File: src/hdl/assert_macros.svh
// Assertion macros shared by the deadband filter RTL.
// Included by the files that check their own logic; no other dependencies.
`ifndef ASSERT_MACROS_SVH
`define ASSERT_MACROS_SVH

// Checks a property at every rising clock edge outside reset.
`define ADF_ASSERT(lbl, clk, rst, prop, msg) \
   lbl: assert property (@(posedge clk) disable iff (rst) (prop)) else $error(msg);

// Checks that the consequent holds in the cycle in which the antecedent holds.
`define ADF_ASSERT_IMPLY(lbl, clk, rst, ante, cons, msg) \
   lbl: assert property (@(posedge clk) disable iff (rst) (ante) |-> (cons)) else $error(msg);

`endif

File: src/hdl/adf_ram.sv
// Generic single-port-write, single-port-read RAM with registered read data.
// No dependencies.
`timescale 1ns / 1ps
`default_nettype none

module adf_ram #(
   parameter int unsigned WIDTH = 1,
   parameter int unsigned DEPTH = 1024
) (
   input  wire logic                     clock,
   input  wire logic                     wr_en,
   input  wire logic [$clog2(DEPTH)-1:0] wr_addr,
   input  wire logic [WIDTH-1:0]         wr_data,
   input  wire logic [$clog2(DEPTH)-1:0] rd_addr,
   output logic      [WIDTH-1:0]         rd_data
);

   logic [WIDTH-1:0] mem_ff [DEPTH];

   always_ff @(posedge clock) begin
      if (wr_en) begin
         mem_ff[wr_addr] <= wr_data;
      end
      rd_data <= mem_ff[rd_addr];
   end

endmodule

`default_nettype wire

File: config.mk
export PLATFORM = sky130hd
export DESIGN_NAME = adf_ram
export DESIGN_NICKNAME = d
export VERILOG_FILES = /design/src/hdl/assert_macros.svh /design/src/hdl/adf_ram.sv
export SDC_FILE = /design/constraint.sdc
export NUM_CORES = 1
export LEC_CHECK = 0
export BUFFER_PORTS_ARGS = -buffer_cell sky130_fd_sc_hd__buf_4
export CAP_MARGIN = 5
export CELL_PAD_IN_SITES_DETAIL_PLACEMENT = 1
export CELL_PAD_IN_SITES_GLOBAL_PLACEMENT = 1
export CORE_MARGIN = 2
export CORE_UTILIZATION = 45
export CTS_CLUSTER_DIAMETER = 120
export CTS_CLUSTER_SIZE = 14
export DETAILED_ROUTE_END_ITERATION = 10
export PLACE_DENSITY = 0.69
export SYNTH_ARGS = -nofsm -noshare
export SYNTH_HDL_FRONTEND = slang
export SYNTH_SLANG_ARGS = --single-unit
File: constraint.sdc
create_clock -name clock -period 4.7 [get_ports clock]
set_clock_uncertainty 0.05 [all_clocks]
set_input_delay 0.94 -clock clock [delete_from_list [all_inputs] [get_ports clock]]
set_output_delay 0.94 -clock clock [all_outputs]
set_load 0.01 [all_outputs]
# Word level (Yosys, flattened, before mapping)
# Memories as Yosys holds them, arrays and structs flattened. A register that Yosys moved wholly into a read port is not among the register bits.
# Index checks and enable logic that the tools add are counted.
# op_classes
magnitude_cmp,0
n_div,0
n_bitwise,0
multipliers,0
n_eq_ne,0
addsub,0
n_shift,0
n_mux,2
n_reduce_logical,0
# op_table
cell,n
$mux W1,2
# totals
mem_bits_rw,1024
mem_bits_ro,0
latchBits,0
in_bits,23
out_inout_bits,1
register_bits,0
wordCells,3
memories,1
# mem_list
memory,words,word_bits,rd,rd_ports_with_merged_regs,wr,line_no,rtl
mem_ff,1024,1,1,1,1,adf_ram.sv:18,logic [WIDTH-1:0] mem_ff [DEPTH];

# Longest topological paths before layout
# depth
word_depth,2
mapped_depth,15
depth_no_buf,8

# Least setup slack after synthesis
# OpenSTA, ideal clock, no wires.
# synth_path
kind,input -> register
from,in rd_addr[0]
to,"reg rd_data, read port of mem_ff"
path_slack_ps,1436
arrival_ps,3077
path_stages,10
n_path_buf,4
t_required_ps,4513
setup_ps,137
path_cell_list,buf_6 -> buf_12 -> buf_12 -> buf_2 -> mux4_2 -> mux4_2 -> a211oi_1 -> nor2_1 -> o311ai_1 -> o2111ai_1
# synth_rtl
element,line_no,rtl
"start, declared",adf_ram.sv:14,"input wire logic [$clog2(DEPTH)-1:0] rd_addr,"
"end, declared",adf_ram.sv:15,output logic [WIDTH-1:0] rd_data

==> metrics.md <==
| Metric | Value |
|---|---|
| Worst IR Drop VDD | `0.395 mV` |
| Root buf cell | `clkbuf_16` |
| PD cells | `361 nW/µm²` |
| Post-DR vias/cell | `6.27` |
| Largest net degree at the start of global routing | `147` |
| Slew headroom | `17.7%` |
| CTS tree | `built` |
| Die Width | `319 µm` |
| CP Data Required Time | `5180 ps` |
| Synth Cell Area | `44,700 µm²` |
| Initial drt markers | `3,304` |
| Core area | `98,400 µm²` |
| Yosys cell types | `56` |
| Yosys Warn Count | `0` |
| Placed Cells | `4,263` |
| Gate Count Post-Synth | `3,112` |
| Initial DRT Pass Iterations | `6` |
| Area Growth Syn to Fin | `9.05%` |
| RSZ-0062 raised after global routing | `no` |
| Final ANT Viol Nets | `0` |
| Syn nets | `3,135` |
| Hold Path Cell Cnt | `2` |
| Outcome | `finished clean` |
| CP Max Fanout | `29` |
| Clk buf depth | `3` |
| GRT Util Overall | `27.0%` |
| Share of cells above drive strength 1 | `16.3%` |
| Post-synth ARST share | `0%` |
| Mean Syn Cell Area | `14.3 µm²` |
| Number of remaining DRC errors | `0` |
| Final Util | `49.5%` |
| Crit Reg-Reg Endpoint | `rd_data$_DFF_P_` |
| Ys flop type | `edfxtp_1` |
| Top cell type's share of synthesized area | `68.9%` |
| Initial core utilization | `45.4%` |
| Fin nets | `3,084` |
| Worst R2R Start | `mem_ff[528]$_DFFE_PP_` |
| Total Wirelength | `137,000 µm` |
| Row cnt | `115` |
| Post-synth top area cell | `edfxtp_1` |
| Reg2Reg Setup Slack | `1590 ps` |
| Gpl congestion | `0.805` |
| Slew at the pin closest to its max-slew limit | `1230 ps` |
| Leakage | `14.4 nW` |
| Setup repair bufs after CTS | `0` |
| R2R depth | `9` |
| N_diodes | `0` |
| Vias in the first global route | `28.4k` |
| Max Slew Vio Count | `0` |
| Vias | `27.4k` |
| Resize count post-CTS | `0` |
| Clk_lat worst skew | `670 ps` |
| Post-synth EDFFs | `1,024` |
| Seq/Total Area, Yosys | `68.9%` |
| Fillers | `9,639` |
| Hold Worst Slack | `663 ps` |
| Clock Pin Slew Worst Setup and Hold Paths | `70 ps` |
| Critical path class | `primary input to flip-flop` |
| Final setup viols | `0` |
| WP data arrival | `4120 ps` |
| H-Tree Level Count | `3` |
| FMAX | `0.275 GHz` |
| Hold Path End | `rd_data$_DFF_P_` |
| Die Y-Extent | `319 µm` |
| Area contributors post-synth | `edfxtp_1 (69%), mux4_2 (10%), nor2_1 (8.7%), mux2i_1 (2.8%), clkbuf_1 (1.6%)` |
| Port bufs | `23` |
| Final Cycle Share | `77.5%` |
| Maxcap violations | `0` |
| Number of CTS-inserted buffers | `83` |
| TNS Setup | `0 ps` |
| Non-filler cells in the finished layout | `4,364` |
| # IOs | `24` |
| CP Launch Type | `primary input` |
| CP endpoint kind | `flip-flop` |
| Avg WL per Cell | `31.3 µm` |
| FF+latch count, synth | `1,025` |
| Final Hold Vio Count | `0` |
| Post-DP HPWL | `76,700 µm` |
| Cts hold-fix bufs | `0` |
| Total congestion overflow | `0` |
| First-pass GRT wire length | `198,000 µm` |
| Clock sinks | `1,025` |
| Design Power | `17.6 mW` |
| Die area | `102,000 µm²` |
| Worst Hold Launch | `rd_addr[6]` |
| Initial antenna violation count | `4` |
| Tmin final | `3640 ps` |
| Path type of the worst min-delay path | `primary input to flip-flop` |
==> worst max path at each step <==
stage / depth (start not counted) / endpoint / slack [ps] / from
after floorplan: 10 / rd_data$_DFF_P_ / 1440 / rd_addr[0]
after global placement: 9 / rd_data$_DFF_P_ / 250 / rd_addr[3]
after detailed placement: 11 / rd_data$_DFF_P_ / 520 / rd_addr[0]
after CTS: 11 / rd_data$_DFF_P_ / 1200 / rd_addr[0]
after global routing: 11 / rd_data$_DFF_P_ / 890 / rd_addr[0]
final: 11 / rd_data$_DFF_P_ / 1060 / rd_addr[0]
==> critical path, cell delays in order <==
cell and delay [ps]:
buf_8 340, buf_12 310, mux4_2 550, mux2i_1 150
nor3_1 60, a2111oi_0 660, buf_4 220, nand4_1 80
and4_1 230, nor4_1 300, o2111ai_1 150
==> cells in the mapped netlist, types with 10 or more instances <==
master       n
o21ai_0     11
nor3_1      37
buf_2       19
nand4_1     10
o22ai_1     28
nand3_1     37
nand2_1     86
buf_4       13
mux4_2     200
a21oi_1     37
buf_1       57
o221ai_1    49
a22oi_1     17
nor2b_1     11
edfxtp_1  1024
mux4_1      14
buf_6       18
mux2i_1    123
nor2_1    1036
clkbuf_1   186
==> flip-flops by register name, summed over array words and instances (netlist names) <==
name and cells:
rd_data 1, mem_ff 1024
==> layout make-up <==
class	count	area [µm²]	area share, %
inverters	6	22.5	0.0462
well taps	1287	1610	3.31
repair buffers	167	1460	3.01
clock buffers	96	2190	4.50
flip-flops and latches	1025	30800	63.2
multi-input cells	1778	12600	25.8
clock inverters	5	73.8	0.152
==> where the power goes <==
part | switching [mW] | internal [mW] | total, mW
Combinational | 0.712 | 0.357 | 1.07
Clock | 3.17 | 3.28 | 6.44
Sequential | 0.00524 | 10.1 | 10.1
Total | 3.89 | 13.7 | 17.6
==> per-layer routing <==
metal	track usage, %	part of all wire [%]	vias up
met2	45.1	49	1199
met4	9.66	3.6	6
met3	4.36	8.2	254
met1	35.8	39	14588
li1	-	-	11319
met5	0	0.023	-
==> per-stage QoR <==
stage	setup WS [ps]	cell area, µm²
after global placement	247	46400
final	1060	48700
after floorplan	1440	44700
after global routing	891	48700
after CTS	1200	48700
after detailed placement	516	46400
==> placed cells by master, fill, tap and decap left out, types with 5 or more instances in the layout <==
cell type / netlist / final
mux4_2: 200 / 200
buf_4: 13 / 149
o22ai_1: 28 / 28
nand4_1: 10 / 10
nor2_1: 1036 / 1036
edfxtp_1: 1024 / 1024
nor3_1: 37 / 37
nand2_2: 0 / 6
nor3b_1: 8 / 5
nand3_1: 37 / 13
clkbuf_1: 186 / 10
and2_1: 6 / 6
clkbuf_16: 0 / 86
nand2_1: 86 / 80
nand3_2: 0 / 24
buf_12: 3 / 15
mux2i_1: 123 / 123
nor2b_1: 11 / 11
nor4_1: 5 / 5
a21oi_1: 37 / 37
o221ai_1: 49 / 49
a22oi_1: 17 / 17
o21ai_0: 11 / 11
mux4_1: 14 / 14
a2111oi_0: 6 / 5
nand2b_1: 8 / 7
==> logic make-up (layout without fill, tap and decap cells) <==
kind of cell / count (synthesis) / in the layout / share of synthesized area (%)
muxes: 340 / 340 / 13.7
DFF: 1025 / 1025 / 68.9
AOI/OAI and AO/OA: 178 / 178 / 2.83
buffers and inverters: 309 / 274 / 3.30
and+or+nand+nor: 1260 / 1260 / 11.2
Power figures use the tool's default switching activity.
