### src/hdl/assert_macros.svh
// Assertion macros shared by the deadband filter RTL.
// Included by the files that check their own logic; no other dependencies.
`ifndef ASSERT_MACROS_SVH
`define ASSERT_MACROS_SVH

// Checks a property at every rising clock edge outside reset.
`define ADF_ASSERT(lbl, clk, rst, prop, msg) \
   lbl: assert property (@(posedge clk) disable iff (rst) (prop)) else $error(msg);

// Checks that the consequent holds in the cycle in which the antecedent holds.
`define ADF_ASSERT_IMPLY(lbl, clk, rst, ante, cons, msg) \
   lbl: assert property (@(posedge clk) disable iff (rst) (ante) |-> (cons)) else $error(msg);

`endif

### src/hdl/adf_pkg.sv
// Package of the adaptive deadband filter: constants, register codes and the
// sequencer state type. No dependencies.
`timescale 1ns / 1ps
`default_nettype none

package adf_pkg;

   localparam int unsigned WINDOW_MAX_DEF = 1024;
   localparam int unsigned ADDR_W         = 3;
   localparam int unsigned DVD_W          = 32;

   localparam logic [6:0]  TARGET_RESET    = 7'd10;
   localparam logic [31:0] DEV_RESET       = 32'd65536;
   localparam logic [31:0] INFINITE_RATIO  = 32'd10000;
   localparam logic [31:0] LOG2_INV095_Q24 = 32'd1241524;
   localparam logic [31:0] LN2_Q30         = 32'd744261118;
   localparam logic [31:0] ONE_Q30         = 32'h4000_0000;
   localparam logic [3:0]  SERIES_TERMS    = 4'd12;
   // Multiplying by this and keeping bits 63:34 divides a 32-bit value by five.
   localparam logic [31:0] DIV5_RECIP      = 32'hCCCC_CCCD;

   // Register index codes, taken from paddr[2].
   localparam logic REG_TARGET = 1'b0;
   localparam logic REG_INIT   = 1'b1;

   typedef enum logic [3:0] {
      S_IDLE,
      S_KEEP,
      S_WIN,
      S_TK,
      S_CMP,
      S_GROW,
      S_EDIV,
      S_X,
      S_F,
      S_Y,
      S_TM,
      S_TD,
      S_TW,
      S_DM,
      S_SH,
      S_OUT
   } adf_state_type;

endpackage

`default_nettype wire

### src/hdl/adf_div.sv
// Restoring divider that retires one quotient bit per cycle.
// Uses adf_pkg for the default dividend width.
`timescale 1ns / 1ps
`default_nettype none

module adf_div #(
   parameter int unsigned DVD_W = adf_pkg::DVD_W,
   parameter int unsigned DVS_W = 22
) (
   input  wire logic             clock,
   input  wire logic             reset,
   input  wire logic             start,
   input  wire logic [DVD_W-1:0] dividend,
   input  wire logic [DVS_W-1:0] divisor,
   output logic                  done,
   output logic      [DVD_W-1:0] quotient
);

   localparam int unsigned CNT_W = $clog2(DVD_W + 1);

   logic             busy_ff;
   logic             done_ff;
   logic [CNT_W-1:0] cnt_ff;
   logic [DVS_W-1:0] rem_ff;
   logic [DVS_W-1:0] dvs_ff;
   logic [DVD_W-1:0] quo_ff;
   logic [DVS_W:0]   trial;
   logic             fits;

   assign trial = {rem_ff, quo_ff[DVD_W-1]};
   assign fits  = trial >= {1'b0, dvs_ff};

   always_ff @(posedge clock) begin
      if (reset) begin
         busy_ff <= 1'b0;
         done_ff <= 1'b0;
         cnt_ff  <= '0;
      end else begin
         done_ff <= 1'b0;
         if (start) begin
            busy_ff <= 1'b1;
            cnt_ff  <= CNT_W'(DVD_W);
         end else if (busy_ff) begin
            cnt_ff <= cnt_ff - 1'b1;
            if (cnt_ff == CNT_W'(1)) begin
               busy_ff <= 1'b0;
               done_ff <= 1'b1;
            end
         end
      end
   end

   always_ff @(posedge clock) begin
      if (start) begin
         rem_ff <= '0;
         quo_ff <= dividend;
         dvs_ff <= divisor;
      end else if (busy_ff) begin
         rem_ff <= fits ? DVS_W'(trial - {1'b0, dvs_ff}) : trial[DVS_W-1:0];
         quo_ff <= {quo_ff[DVD_W-2:0], fits};
      end
   end

   assign done     = done_ff;
   assign quotient = quo_ff;

endmodule

`default_nettype wire

### config.mk
export PLATFORM = sky130hd
export DESIGN_NAME = adf_div
export DESIGN_NICKNAME = d
export VERILOG_FILES = /design/src/hdl/assert_macros.svh /design/src/hdl/adf_pkg.sv /design/src/hdl/adf_div.sv
export SDC_FILE = /design/constraint.sdc
export NUM_CORES = 1
export LEC_CHECK = 0
export ABC_CLOCK_PERIOD_IN_PS = 5900
export BUFFER_PORTS_ARGS = -buffer_cell sky130_fd_sc_hd__buf_2
export CORE_AREA = 2 2 97 99
export CTS_CLUSTER_SIZE = 10
export DETAILED_ROUTE_END_ITERATION = 12
export DIE_AREA = 0 0 99 101
export PLACE_DENSITY = 0.88
export SYNTH_ARGS = -nofsm -noshare
export SYNTH_HDL_FRONTEND = slang
export SYNTH_SLANG_ARGS = --single-unit
### constraint.sdc
create_clock -name clock -period 5.9 [get_ports clock]
set_input_delay 1.18 -clock clock [delete_from_list [all_inputs] [get_ports clock]]
set_output_delay 1.18 -clock clock [all_outputs]
set_load 0.005 [all_outputs]
Word level (Yosys, flattened, before mapping)
Index checks and enable logic that the tools add are counted.

Register bits: 84. Input bits: 57.

$add $sub $neg: 2. Magnitude comparators: 1. Eq/ne operators: 1. Mux-type cells: 9. Bitwise logic cells: 1. Reduce and logical (&&, ||, !) cells: 3.

Operators with widths (count): $mux 32 (2); $ge 23x22->1 (1); $mux 22 (1); $sub 22x22->22 (1); $mux 6 (2); $eq 6x1->1 const B (1); $sub 6x1->6 const B (1); $mux 1 (4); $reduce_or 3->1 (1); $reduce_bool 2->1 (1); $reduce_or 2->1 (1); $not 1->1 (1).

Longest topological paths before layout
Depth in word-level cells: 4. Gate-level depth with buffers: 12. Depth with buffers taken out: 11.

Worst setup path after synthesis
OpenSTA, ideal clock, no wires.

Path kind: input -> register. Start point: in start. End point: reg quo_ff[0], in the netlist quotient[0], enable pin. Setup time: 0.387 ns. Arrival: 2.245 ns. Data required time: 5.513 ns. Path slack: 3.268 ns. Stages: 3. Path buffers: 1. Cells stage by stage: clkbuf_1 > nor2_1 > inv_1.

Word-level cells in the longest chain between the ends: 1.

Ends and longest elaborated chain: from (decl) (line adf_div.sv:12) `input wire logic start,`; $reduce_bool 2->1 (no line); to (signal assigned) (line adf_div.sv:56) `quo_ff <= dividend;`; to (signal assigned) (line adf_div.sv:60) `quo_ff <= {quo_ff[DVD_W-2:0], fits};`; to (decl) (line adf_div.sv:26) `logic [DVD_W-1:0] quo_ff;`.

Every way passes these cells. A chain may end at the register's enable or synchronous reset.

Final worst setup path
Start point: reg dvs_ff[15]. End point: reg rem_ff[4].

Word-level cells in the longest chain between the ends: 2.

Ends and longest elaborated chain: from (decl) (line adf_div.sv:25) `logic [DVS_W-1:0] dvs_ff;`; from (signal assigned) (line adf_div.sv:57) `dvs_ff <= divisor;`; $ge 23x22->1 (line adf_div.sv:31) `assign fits = trial >= {1'b0, dvs_ff};`; $mux 22 (line adf_div.sv:59) `rem_ff <= fits ? DVS_W'(trial - {1'b0, dvs_ff}) : trial[DVS_W-1:0];`; to (signal assigned) (line adf_div.sv:59); to (decl) (line adf_div.sv:24) `logic [DVS_W-1:0] rem_ff;`.

Every way passes these cells.

==> impl_metrics.json <==
{
  "cp_data_required_time_ps": 6170,
  "outcome": "finished, final reports clean",
  "vias": 3799,
  "dieWidth_um": 99,
  "layout_commonest_cell": "sky130_fd_sc_hd__buf_2",
  "dieArea_um2": 9999,
  "count_of_warnings_emitted_by_yosys": 0,
  "netlist.top_cell.by_area": "sky130_fd_sc_hd__edfxtp_1",
  "peakVddDrop_uv": 143.8,
  "syn_to_final_growth_pct": 14.72,
  "antennaDiodeCount": 0,
  "synth_edf_count": 54,
  "synth.lib_cells_used.distinct": 61,
  "clk_root_buffer_cell": "sky130_fd_sc_hd__clkbuf_8",
  "dp_hpwl_um": 7560,
  "dr.pass1.iters": 5,
  "routedWlPerCell_um": 16.45,
  "grt_setup_unrepaired": "no",
  "die_y_um": 101,
  "max_cap_viol_count": 0,
  "final_cell_mix": "sky130_fd_sc_hd__buf_2 (89), sky130_fd_sc_hd__edfxtp_1 (54), sky130_fd_sc_hd__nor2_1 (36)",
  "ys_dominant_reg_cell": "sky130_fd_sc_hd__edfxtp_1",
  "area_contributors_post_synth": "sky130_fd_sc_hd__edfxtp_1 (34%), sky130_fd_sc_hd__dfxtp_1 (13%), sky130_fd_sc_hd__mux2_2 (8.0%)",
  "filler_cell_count": 729,
  "finish.instance_area_um2": 5469,
  "sum_of_buffers_and_inverters_on_the_critical_path": 1,
  "setup_slack_ps": 2788,
  "dpl.cell_count": 633,
  "tritoncts": "built",
  "cts.clk_slew.worst_paths_ps": 100,
  "path_cells": "inv_1 > ha_1 > nand3_1 > nor4_2 > a21oi_1 > o221ai_2 > or2_1 > mux2i_1 > a211oi_1",
  "max_slew_headroom": 0.2217,
  "core-area_um2": 8977,
  "place_congestion": 0.8838,
  "crit_family": "simple AND/OR/NAND/NOR gates",
  "timing.critical_path.slowest_cell_delay_ps": 800,
  "critical_path_peak_fanout": 18,
  "finalClockSkew_ps": 16.12,
  "postCtsHoldBufs": 0,
  "final_hold_slack_ps": 499.2,
  "vias_per_cell": 5.854,
  "total_clock_buffers_created_by_cts": 9,
  "p_per_area_nw_per_um2": 271.0,
  "post_syn_nets": 534,
  "synth-seq-cells": 84,
  "synth_seq_area_share": 0.4661,
  "fp-row-count": 35,
  "post-cts-setup-buffers": 0,
  "critical-path-slowest-cell": "sky130_fd_sc_hd__or2_1",
  "timing.final.setup_violations": 0,
  "layout_worst_path_cycle_share": 0.5275,
  "layout-drive-gt1-share": 0.2974,
  "postLayoutCoreUtil": 0.6092,
  "dr.first_iter.drc_count": 276,
  "timing.setup.critical_path_class": "reg -> reg",
  "cts_sinks": 84,
  "cts-resized-gates": 0,
  "synth.top_cell.area_share": 0.3402,
  "grt_overflow": 0,
  "pin_count_of_the_biggest_net_entering_global_routing": 42,
  "kind_of_capture_point_of_the_worst_setup_path": "register",
  "htree_levels": 3,
  "drtAntennaViolNets": 0,
  "route.detailed.drc": 0,
  "postSynth.asyncResetShare": 0,
  "max_freq_mhz": 321.3,
  "grt_antenna_before_repair": 0,
  "portBuffers": 89,
  "insertion_delay_of_the_later_clocked_pin_in_the_worst_skew_pair_ps": 360,
  "track_usage": 0.2169,
  "grt_pass1_wl_um": 17240,
  "first_global_vias": 3747,
  "placed_area_um2": 5245,
  "post_layout_nonfiller_instances": 649,
  "initial_core_util": 0.5310,
  "overall_power_mw": 1.482,
  "num-nets-final": 615,
  "final-hold-violation-count": 0,
  "worst_pin_slew_ps": 1166,
  "finalWorstPathRequiredPeriod_ps": 3112,
  "classification_of_the_worst_slack_hold_path": "reg -> reg",
  "io-pin-count": 90,
  "synthesis.area_per_instance_um2": 10.55,
  "setup-tns-final_ps": 0,
  "arrival_ps": 3380,
  "ctsLongestPathBuffers": 2,
  "power_leakage_nw": 2.271,
  "synthesis.area_um2": 4767,
  "routed_wl_um": 10680,
  "worst_setup_path_start_kind": "register",
  "timing_max_transition_violations_final": 0,
  "postSynthCellCount": 452,
  "pre_cts_slack_ps": 2409
}
[path summary, 6_finish.rpt]
check	startpoint	end	slack, ps	depth (start not counted)
hold reg to reg	cnt_ff[0]	cnt_ff[0]	500	2
setup / recovery	dvs_ff[15]	rem_ff[4]	2790	9
hold / removal	cnt_ff[0]	cnt_ff[0]	500	2
setup reg to reg	dvs_ff[15]	rem_ff[4]	2790	9
[routing by layer]
layer  global-route usage  up-vias  wire length [um]
met5                    0        -                 0
met4              0.08641        0               210
met3              0.06033       18               754
met2               0.3633      147              5171
met1               0.2661     1797              4538
li1                     -     1837                 -
[layout make-up]
| type | count | area, um2 | share of cell area |
|---|---|---|---|
| Tap cell | 111 | 138.9 | 0.02539 |
| Multi-Input combinational cell | 315 | 2303 | 0.4212 |
| Timing Repair Buffer | 91 | 460.4 | 0.08419 |
| Sequential cell | 84 | 2222 | 0.4063 |
| Clock inverter | 6 | 96.34 | 0.01762 |
| Clock buffer | 10 | 127.6 | 0.02334 |
| Inverter | 32 | 120.1 | 0.02196 |
[registers in the layout, summed over array words and instances (netlist names)]
signal and count:
done 1, rem_ff 22, quotient 32, dvs_ff 22, busy_ff 1, cnt_ff 6
[cell usage after synthesis, types with 3 or more instances]
| master | count |
|---|---|
| sky130_fd_sc_hd__and3_1 | 3 |
| sky130_fd_sc_hd__buf_4 | 3 |
| sky130_fd_sc_hd__buf_2 | 4 |
| sky130_fd_sc_hd__a21o_1 | 13 |
| sky130_fd_sc_hd__dfxtp_1 | 30 |
| sky130_fd_sc_hd__nand2_1 | 33 |
| sky130_fd_sc_hd__a211oi_1 | 10 |
| sky130_fd_sc_hd__a311oi_2 | 5 |
| sky130_fd_sc_hd__mux2_2 | 34 |
| sky130_fd_sc_hd__xnor2_1 | 10 |
| sky130_fd_sc_hd__nor4_1 | 3 |
| sky130_fd_sc_hd__a21oi_1 | 28 |
| sky130_fd_sc_hd__xor2_1 | 7 |
| sky130_fd_sc_hd__edfxtp_1 | 54 |
| sky130_fd_sc_hd__o21bai_1 | 3 |
| sky130_fd_sc_hd__inv_1 | 32 |
| sky130_fd_sc_hd__nor2b_1 | 3 |
| sky130_fd_sc_hd__nor3_1 | 9 |
| sky130_fd_sc_hd__nand3_1 | 5 |
| sky130_fd_sc_hd__o21ai_1 | 4 |
| sky130_fd_sc_hd__nor2_1 | 36 |
| sky130_fd_sc_hd__o21ai_0 | 20 |
| sky130_fd_sc_hd__nand4_1 | 5 |
| sky130_fd_sc_hd__a32oi_1 | 4 |
| sky130_fd_sc_hd__nand2_2 | 3 |
| sky130_fd_sc_hd__mux2i_1 | 8 |
| sky130_fd_sc_hd__or3_1 | 3 |
| sky130_fd_sc_hd__ha_1 | 24 |
| sky130_fd_sc_hd__clkbuf_1 | 9 |
| sky130_fd_sc_hd__a31oi_1 | 4 |
[where the power goes]
| group | internal (mW) | total (mW) | switching [mW] | leakage (nW) |
|---|---|---|---|---|
| clock | 0.244 | 0.472 | 0.228 | 0.109 |
| sequential | 0.681 | 0.709 | 0.0277 | 0.783 |
| combinational | 0.133 | 0.301 | 0.168 | 1.38 |
[tightest hold or removal path: stages, from the launching register on]
cell and delay [ps]:
sky130_fd_sc_hd__dfxtp_1 330, sky130_fd_sc_hd__nand2_1 70, sky130_fd_sc_hd__a21oi_1 60
[logic make-up after synthesis]
kind of cell    Yosys count  share of synthesized area
flops                    84                     0.4661
mux                      42                    0.09711
compound gates          113                     0.1675
xor+xnor                 17                    0.03123
fa+ha+maj                25                    0.06719
simple gates            118                     0.1202
buf+inv                  53                    0.05066
No activity file was read; power rests on OpenSTA's default activity.
